===== src/design/tbfu_pkg.sv =====
// ----------------------------------------------------------------------------
// Tensor byte unpacker package
// Shared payload types, element type codes and the half-to-single widening
// function used by the conversion stage.
// ----------------------------------------------------------------------------
package tbfu_pkg;

    localparam int unsigned BYTE_W  = 8;
    localparam int unsigned WORD_W  = 32;
    localparam int unsigned ETYPE_W = 2;

    // Element type codes held in the configuration register.
    localparam logic [ETYPE_W-1:0] ET_SINGLE = 2'd0;
    localparam logic [ETYPE_W-1:0] ET_HALF   = 2'd1;
    localparam logic [ETYPE_W-1:0] ET_BF16   = 2'd2;

    typedef struct packed {
        logic [BYTE_W-1:0] data_byte;
        logic              last_byte;
    } t_in_item;

    typedef struct packed {
        logic [WORD_W-1:0] single_bits;
        logic              last_value;
        logic              short_tail;
    } t_out_item;

    // Gathered element on its way from the gather stage to the conversion stage.
    typedef struct packed {
        logic [WORD_W-1:0]  word;
        logic [ETYPE_W-1:0] elem_type;
        logic               last_value;
        logic               short_tail;
    } t_word_item;

    // Exact widening of an IEEE half-precision pattern to single precision.
    function automatic logic [WORD_W-1:0] widen_half(input logic [15:0] h);
        logic       sign;
        logic [4:0] expo;
        logic [9:0] mant;
        logic [3:0] msb;
        logic [3:0] shift;
        logic [10:0] shifted;
        logic [7:0] sub_exp;
        logic [WORD_W-1:0] res;
        sign    = h[15];
        expo    = h[14:10];
        mant    = h[9:0];
        msb     = 4'd0;
        for (int i = 0; i < 10; i++) begin
            if (mant[i]) begin
                msb = 4'(i);
            end
        end
        // Subnormal: shift the leading one up to the hidden-bit position.
        shift   = 4'd10 - msb;
        shifted = {1'b0, mant} << shift;
        sub_exp = 8'd113 - {4'd0, shift};
        if (expo == 5'd0) begin
            if (mant == 10'd0) begin
                res = {sign, 31'd0};
            end else begin
                res = {sign, sub_exp, shifted[9:0], 13'd0};
            end
        end else if (expo == 5'h1f) begin
            res = {sign, 8'hff, mant, 13'd0};
        end else begin
            res = {sign, 8'({3'd0, expo} + 8'd112), mant, 13'd0};
        end
        return res;
    endfunction

endpackage


===== src/design/tbfu_gather.sv =====
// ----------------------------------------------------------------------------
// Tensor byte unpacker: gather stage
// Holds the element type register and assembles little-endian bytes into
// elements; a completed element or a short tail is registered for conversion.
// ----------------------------------------------------------------------------
module tbfu_gather (
    input  logic                           i_clk,
    input  logic                           i_rst_n,
    input  logic                           i_in_valid,
    output logic                           o_in_ready,
    input  tbfu_pkg::t_in_item             i_in,
    input  logic                           i_cfg_valid,
    input  logic [tbfu_pkg::ETYPE_W-1:0]   i_cfg_data,
    output logic                           o_item_valid,
    input  logic                           i_item_ready,
    output tbfu_pkg::t_word_item           o_item
);

    logic [tbfu_pkg::ETYPE_W-1:0] r_elem_type;
    logic [23:0]                  r_gathered, n_gathered;
    logic [1:0]                   r_pos, n_pos;
    logic                         r_valid, n_valid;
    tbfu_pkg::t_word_item         r_item, n_item;

    logic        accept;
    logic        two_byte;
    logic        complete;
    logic [31:0] word;

    assign o_in_ready = !r_valid || i_item_ready;
    assign accept     = i_in_valid && o_in_ready;
    assign two_byte   = (r_elem_type == tbfu_pkg::ET_HALF) ||
                        (r_elem_type == tbfu_pkg::ET_BF16);
    assign complete   = two_byte ? (r_pos != 2'd0) : (r_pos == 2'd3);
    assign word       = {8'd0, r_gathered} | ({24'd0, i_in.data_byte} << {r_pos, 3'd0});

    always_comb begin
        n_gathered = r_gathered;
        n_pos      = r_pos;
        n_valid    = r_valid && !i_item_ready;
        n_item     = r_item;
        if (accept) begin
            if (complete) begin
                n_valid           = 1'b1;
                n_item.word       = word;
                n_item.elem_type  = r_elem_type;
                n_item.last_value = i_in.last_byte;
                n_item.short_tail = 1'b0;
                n_gathered        = 24'd0;
                n_pos             = 2'd0;
            end else if (i_in.last_byte) begin
                n_valid           = 1'b1;
                n_item.word       = '0;
                n_item.elem_type  = tbfu_pkg::ET_SINGLE;
                n_item.last_value = 1'b1;
                n_item.short_tail = 1'b1;
                n_gathered        = 24'd0;
                n_pos             = 2'd0;
            end else begin
                n_gathered = word[23:0];
                n_pos      = r_pos + 2'd1;
            end
        end
        // A type change discards any partial element.
        if (i_cfg_valid) begin
            n_gathered = 24'd0;
            n_pos      = 2'd0;
        end
    end

    always_ff @(posedge i_clk) begin
        if (!i_rst_n) begin
            r_elem_type <= tbfu_pkg::ET_SINGLE;
            r_gathered  <= 24'd0;
            r_pos       <= 2'd0;
            r_valid     <= 1'b0;
        end else begin
            if (i_cfg_valid) begin
                r_elem_type <= i_cfg_data;
            end
            r_gathered <= n_gathered;
            r_pos      <= n_pos;
            r_valid    <= n_valid;
        end
    end

    always_ff @(posedge i_clk) begin
        r_item <= n_item;
    end

    assign o_item_valid = r_valid;
    assign o_item       = r_item;

endmodule


===== src/design/tbfu_convert.sv =====
// ----------------------------------------------------------------------------
// Tensor byte unpacker: conversion stage
// Turns a gathered element into a single-precision pattern and holds it in
// the result register until the downstream transfer.
// ----------------------------------------------------------------------------
module tbfu_convert (
    input  logic                  i_clk,
    input  logic                  i_rst_n,
    input  logic                  i_item_valid,
    output logic                  o_item_ready,
    input  tbfu_pkg::t_word_item  i_item,
    output logic                  o_out_valid,
    input  logic                  i_out_ready,
    output tbfu_pkg::t_out_item   o_out
);

    logic                r_valid;
    tbfu_pkg::t_out_item r_out, n_out;
    logic                load;

    assign o_item_ready = !r_valid || i_out_ready;
    assign load         = i_item_valid && o_item_ready;

    always_comb begin
        n_out.last_value = i_item.last_value;
        n_out.short_tail = i_item.short_tail;
        case (i_item.elem_type)
            tbfu_pkg::ET_HALF: n_out.single_bits = tbfu_pkg::widen_half(i_item.word[15:0]);
            tbfu_pkg::ET_BF16: n_out.single_bits = {i_item.word[15:0], 16'd0};
            default:           n_out.single_bits = i_item.word;
        endcase
    end

    always_ff @(posedge i_clk) begin
        if (!i_rst_n) begin
            r_valid <= 1'b0;
        end else if (o_item_ready) begin
            r_valid <= i_item_valid;
        end
    end

    always_ff @(posedge i_clk) begin
        if (load) begin
            r_out <= n_out;
        end
    end

    assign o_out_valid = r_valid;
    assign o_out       = r_out;

endmodule


===== src/design/tensor_byte_to_fp32_unpacker.sv =====
// ----------------------------------------------------------------------------
// Tensor byte to single-precision unpacker
// Gathers little-endian bytes into 4-byte or 2-byte elements and emits one
// single-precision word per element, or a short-tail flag on a cut element.
// ----------------------------------------------------------------------------
// Path: its final byte passes the gather register, then the result register.
// Throughput: one byte per cycle; the gather and conversion registers form a
// two-stage pipeline that stalls only when the result register is not taken.
// Reset: synchronous, active low; the element type returns to single
// precision and any partial element and pending result are discarded.
module tensor_byte_to_fp32_unpacker (
    input  logic                          i_clk,
    input  logic                          i_rst_n,
    input  logic                          i_in_valid,
    output logic                          o_in_ready,
    input  tbfu_pkg::t_in_item            i_in,
    output logic                          o_out_valid,
    input  logic                          i_out_ready,
    output tbfu_pkg::t_out_item           o_out,
    input  logic                          i_cfg_valid,
    output logic                          o_cfg_ready,
    input  logic [tbfu_pkg::ETYPE_W-1:0]  i_cfg_data
);

    logic                 item_valid;
    logic                 item_ready;
    tbfu_pkg::t_word_item item;

    assign o_cfg_ready = 1'b1;

    tbfu_gather u_gather (
        .i_clk        (i_clk),
        .i_rst_n      (i_rst_n),
        .i_in_valid   (i_in_valid),
        .o_in_ready   (o_in_ready),
        .i_in         (i_in),
        .i_cfg_valid  (i_cfg_valid),
        .i_cfg_data   (i_cfg_data),
        .o_item_valid (item_valid),
        .i_item_ready (item_ready),
        .o_item       (item)
    );

    tbfu_convert u_convert (
        .i_clk        (i_clk),
        .i_rst_n      (i_rst_n),
        .i_item_valid (item_valid),
        .o_item_ready (item_ready),
        .i_item       (item),
        .o_out_valid  (o_out_valid),
        .i_out_ready  (i_out_ready),
        .o_out        (o_out)
    );

endmodule


===== config.mk =====
export PLATFORM = sky130hd
export DESIGN_NAME = tensor_byte_to_fp32_unpacker
export DESIGN_NICKNAME = d
export VERILOG_FILES = /design/src/design/tbfu_pkg.sv /design/src/design/tbfu_gather.sv /design/src/design/tbfu_convert.sv /design/src/design/tensor_byte_to_fp32_unpacker.sv
export SDC_FILE = /design/constraint.sdc
export NUM_CORES = 1
export LEC_CHECK = 0
export BUFFER_PORTS_ARGS = -buffer_cell sky130_fd_sc_hd__buf_2
export CAP_MARGIN = 20
export CORE_MARGIN = 1.5
export CORE_UTILIZATION = 40
export DETAILED_ROUTE_END_ITERATION = 10
export PLACE_DENSITY = 0.69
export SYNTH_ARGS = -nofsm -noshare
export SYNTH_HDL_FRONTEND = slang
export SYNTH_SLANG_ARGS = --single-unit

===== constraint.sdc =====
create_clock -name i_clk -period 6.53 [get_ports i_clk]
set_clock_uncertainty 0.15 [all_clocks]
set_input_delay 0.3265 -clock i_clk [delete_from_list [all_inputs] [get_ports i_clk]]
set_output_delay 0.3265 -clock i_clk [all_outputs]
set_load 0.03 [all_outputs]

Yosys cells after proc, flatten, opt, wreduce, memory -nomap -nowiden

Cells that the tools add are included.
Widths: inputs -> output; s select.

Bitwise logic cells: 2
Equality and inequality tests: 6
Shifts and indexed selects: 2
Add/sub/neg operators: 4
Reductions and logical operators: 15
Mux-type cells: 24

Operator list:

| operator            | number |
|---|---|
| $mux 31             | 3 |
| $mux 36             | 2 |
| $pmux 32 s2         | 1 |
| $mux 24             | 2 |
| $or 24x32->32       | 1 |
| $shl 8x5->32        | 1 |
| $mux 3              | 4 |
| $mux 4              | 3 |
| $logic_not 10->1    | 1 |
| $shl 10x4->10       | 1 |
| $add 5x7->8 const B | 1 |
| $mux 2              | 4 |
| $sub 7x4->8 const A | 1 |
| $eq 2x2->1 const B  | 3 |
| $eq 5x5->1 const B  | 1 |
| $logic_not 5->1     | 1 |
| $mux 1              | 5 |
| $eq 2x1->1 const B  | 2 |
| $reduce_bool 2->1   | 2 |
| $sub 4x4->4 const A | 1 |
| $logic_and 1x1->1   | 3 |
| $logic_not 1->1     | 3 |
| $logic_or 1x1->1    | 3 |
| $add 2x1->2 const B | 1 |
| other kinds (3)     | 3 |

Register bits after elaboration: 100
Word-level logic and storage cells: 65

Logic depth before layout (Yosys ltp)

Depth in word-level cells: 15
Gate-level depth with buffers: 14
Depth with buffers taken out: 12

By module

From an unflattened synthesis, not the netlist that was laid out.

Cell total of the unflattened synthesis: 509
Area total of the unflattened synthesis: 5107.4 µm²

Modules (own cells, without submodules):

| module                       | sequential area each (µm²) | area an instance (µm²) | times used | cells an instance |
|---|---|---|---|---|
| tbfu_gather                  | 1661.6                     | 2708.8                 | 1          | 246 |
| tbfu_convert                 | 1041.0                     | 2387.3                 | 1          | 261 |
| tensor_byte_to_fp32_unpacker | 0.0                        | 11.3                   | 1          | 2 |

Least setup slack after synthesis

OpenSTA, ideal clock, no wires.

Path kind: register -> register
From: register u_gather.r_item, in the netlist u_gather.o_item[12]
To: register u_convert.r_out, in the netlist u_convert.o_out[27] (data pin)
Stages on the path, launching flop included: 14
Period minus slack after synthesis: 3140 ps
Path buffers: 2
Slack: 3390 ps
Library setup time: 260 ps
Data arrival time: 2731 ps
Cells stage by stage: edfxtp_1 buf_4 or3b_1 and3_1 buf_6 and2_1 inv_1 ha_1 xnor2_1 inv_1 ha_1 a21oi_1 o21ai_0 mux2_2

RTL lines:

| what                   | line               | source |
|---|---|---|
| from (decl)            | tbfu_gather.sv:23  | `tbfu_pkg::t_word_item r_item, n_item;` |
| from (signal assigned) | tbfu_gather.sv:88  | `r_item <= n_item;` |
| to (signal assigned)   | tbfu_convert.sv:44 | `r_out <= n_out;` |
| to (decl)              | tbfu_convert.sv:18 | `tbfu_pkg::t_out_item r_out, n_out;` |

==> out/results.tsv <==
stage	metric	value	unit
outcome	outcome	finished clean	
logic_synthesis	#FFs+latches synth	100	
cells_and_area	Finished Core Util	0.465	
flow_run	Max-cap violations	0	
placed_design	Port Buffers	51	
setup_path	R2R cell count	11	
power_and_ir_drop	maximum VDD drop	0.117	mV
clocking	total CTS buffers	9	
setup_path	Worst Setup End Kind	register	
setup_path	Worst Path Class, Setup	register to register	
logic_synthesis	register area share after synthesis	0.577	
floorplan	Die Area	12400	um2
power_and_ir_drop	LEAKAGE	1.90	nW
logic_synthesis	Top FF cell, synth	edfxtp_1	
floorplan	Die Y-Extent	111	um
routing	post-route ant nets	0	
logic_synthesis	syn_nets	483	
global_route	initial antenna violation count	0	
clocking	Setup Buffers After CTS	0	
setup_path	Worst Path Max Fanout	9	
sta	Fin. Hold Viols	0	
floorplan	Initial Util	0.410	
clocking	H-tree levels	3	
clocking	number of clock sinks	100	
hold_path	worst hold path class	input port to register	
global_route	number of global-route vias before repair	3404	
cells_and_area	# fillers	1109	
routing	via-per-instance ratio	5.52	
floorplan	Core ar.	11400	um2
sta	fin crit share	0.557	
global_route	All-Layer GR Usage	0.189	
global_route	total congestion overflow	0	
hold_path	Hold Path Origin	i_rst_n	
logic_synthesis	Synth cell types	57	
logic_synthesis	FFs w/ async S/R, synth	0	
sta	Setup TNS	0	ps
logic_synthesis	list of most frequent post-synthesis cells	a21oi_1, edfxtp_1, nor2_1, nand2_1, dfxtp_1	
clocking	Worst-Skew Late Latency	350	ps
clocking	# hold bufs at CTS	0	
power_and_ir_drop	Power Dens Cells	257	nW/um2
setup_path	R2R setup slack	2900	ps
sta	relative slew slack	0.351	
hold_path	worst hold path depth	2	
floorplan	Top Ports	53	
placed_design	hpwl dp	8.24	mm
logic_synthesis	Post-synth EDFFs	70	
routing	Routed WL per cell	17.7	um
clocking	CTS tree	done	
sta	RSZ-0062 raised after global routing	false	
logic_synthesis	Mapped Cells	461	
sta	Slew Limit Fails	0	
sta	Worst-Margin Slew	971	ps
global_route	largest net degree at the start of global routing	39	
clocking	clock root cell	clkbuf_16	
floorplan	die width	111	um
routing	First-pass DRT Iterations	5	
global_route	first-pass GRT wire length	18.4	mm
cells_and_area	Area Growth Syn to Fin	13.5	%
cells_and_area	share of cells above drive strength 1	0.156	
setup_path	Worst Path Arrival	3580	ps
logic_synthesis	Synth area leaders	edfxtp_1, dfxtp_1, a21oi_1, nor2_1, and2_1	
cells_and_area	area occupied by registers	2700	um2
cells_and_area	Multi-input gate area	1810	um2
clocking	clock edge transition at the registers on the reported setup and hold paths	70	ps
logic_synthesis	Yosys top cell area share	0.449	
clocking	clock tree buffer depth	2	
logic_synthesis	Yosys warnings	0	
logic_synthesis	top-count cell post-synth	a21oi_1	
routing	vias	3577	
sta	Setup-failing EPs final	0	
placed_design	GPL Wtd Cong	0.967	
sta	Final min period	3630	ps
routing	drc violations	0	
clocking	CTS resizes	0	
logic_synthesis	cell taking the most area after synthesis	edfxtp_1	
floorplan	Site Rows	39	
setup_path	Critical Path Start Type	register	
setup_path	beginning of the critical path	u_gather.o_item[9]	
cells_and_area	Layout Nets	522	
setup_path	worst flop-to-flop path startpoint	u_gather.o_item[9]	
routing	wirelength, routed	11.5	mm
sta	Max Clock Freq	0.275	GHz
cells_and_area	ANT cells	0	
routing	initial drt markers	236	
logic_synthesis	mean post-synth cell area	10.2	um2
logic_synthesis	synthesized cell area	4680	um2
setup_path	data required time at the worst endpoint	6480	ps
cells by family after synthesis:
kind of cell	Yosys count	synth area share
adders and majority gates	6	0.0160
other	1	0.000801
buffers and inverters	41	0.0387
AOI/OAI and AO/OA	139	0.185
DFF	100	0.577
muxes	4	0.00882
xor gates and xnor gates	5	0.00935
and+or+nand+nor	165	0.164
area by class of cell:
class | count | share of cell area
Sequential cell | 100 | 0.508
Inverter | 15 | 0.0106
Multi-Input combinational cell | 320 | 0.340
Timing Repair Buffer | 54 | 0.0537
Clock inverter | 7 | 0.0108
Clock buffer | 9 | 0.0424
Tap cell | 143 | 0.0337
worst max-delay path, stage by stage (launching register included):
cell and delay [ps]:
edfxtp_1 530, or3b_1 230, and3_1 350, and2_1 230, inv_1 100, ha_1 270, xnor2_1 490, inv_1 210
ha_1 330, a21oi_1 110, o21ai_0 80, mux2_2 300
through the flow:
stage / worst slack, ps / cells / total power, mW / hold WS (ps) / cell area, um2
after floorplan: 3390 / 461 / 0.822 / 250 / 4680
after global placement: 3030 / 631 / 0.867 / 251 / 5020
after detailed placement: 2980 / 631 / 0.866 / 257 / 5020
after CTS: 2970 / 647 / 1.38 / 85.6 / 5300
after global routing: 2670 / 648 / 1.41 / 107 / 5320
final: 2900 / 648 / 1.37 / 91.7 / 5320
path summary, 6_finish.rpt:
check | endpoint
worst max register to register | u_convert.o_out[27]
worst max-delay path | u_convert.o_out[27]
worst min register to register | u_convert.o_out[0]
worst min-delay path | u_convert.o_out_valid
sequential cells by signal, summed over array words and instances, names as in the netlist:
register,flops
u_gather.o_item_valid,1
u_gather.r_pos,2
u_convert.o_out,34
u_gather.r_elem_type,2
u_convert.o_out_valid,1
u_gather.o_item,36
u_gather.r_gathered,24
power by group:
part	switching, mW	total (mW)	internal (mW)
Clock	0.248	0.513	0.265
Sequential	0.0150	0.713	0.698
Combinational	0.0955	0.141	0.0453
metal layers:
layer / part of all wire / up-vias / GRT usage
met5: 0 / - / 0
met4: 0.036 / 0 / 0.0937
met3: 0.081 / 31 / 0.0426
met2: 0.44 / 169 / 0.281
met1: 0.44 / 1623 / 0.262
li1: - / 1754 / -
cells in the final DEF (no fill, tap or decap), types with 3 or more instances in the layout:
cell	synthesis	layout
a211oi_1	3	3
nor2_1	66	66
xnor2_1	5	5
a21oi_1	72	71
o21ai_0	17	17
nand3_1	8	8
and3_1	3	3
o211ai_1	4	4
dfxtp_1	30	30
inv_1	15	15
o21a_1	4	4
buf_2	0	51
ha_1	6	6
nor3_1	10	10
clkbuf_16	0	9
o22ai_1	3	3
a221o_1	3	3
a31oi_1	5	5
mux2i_1	3	3
and2_1	23	23
edfxtp_1	70	70
nor2b_1	8	7
nand2_1	33	33
Note: power is estimated with default switching activity, not from simulation.
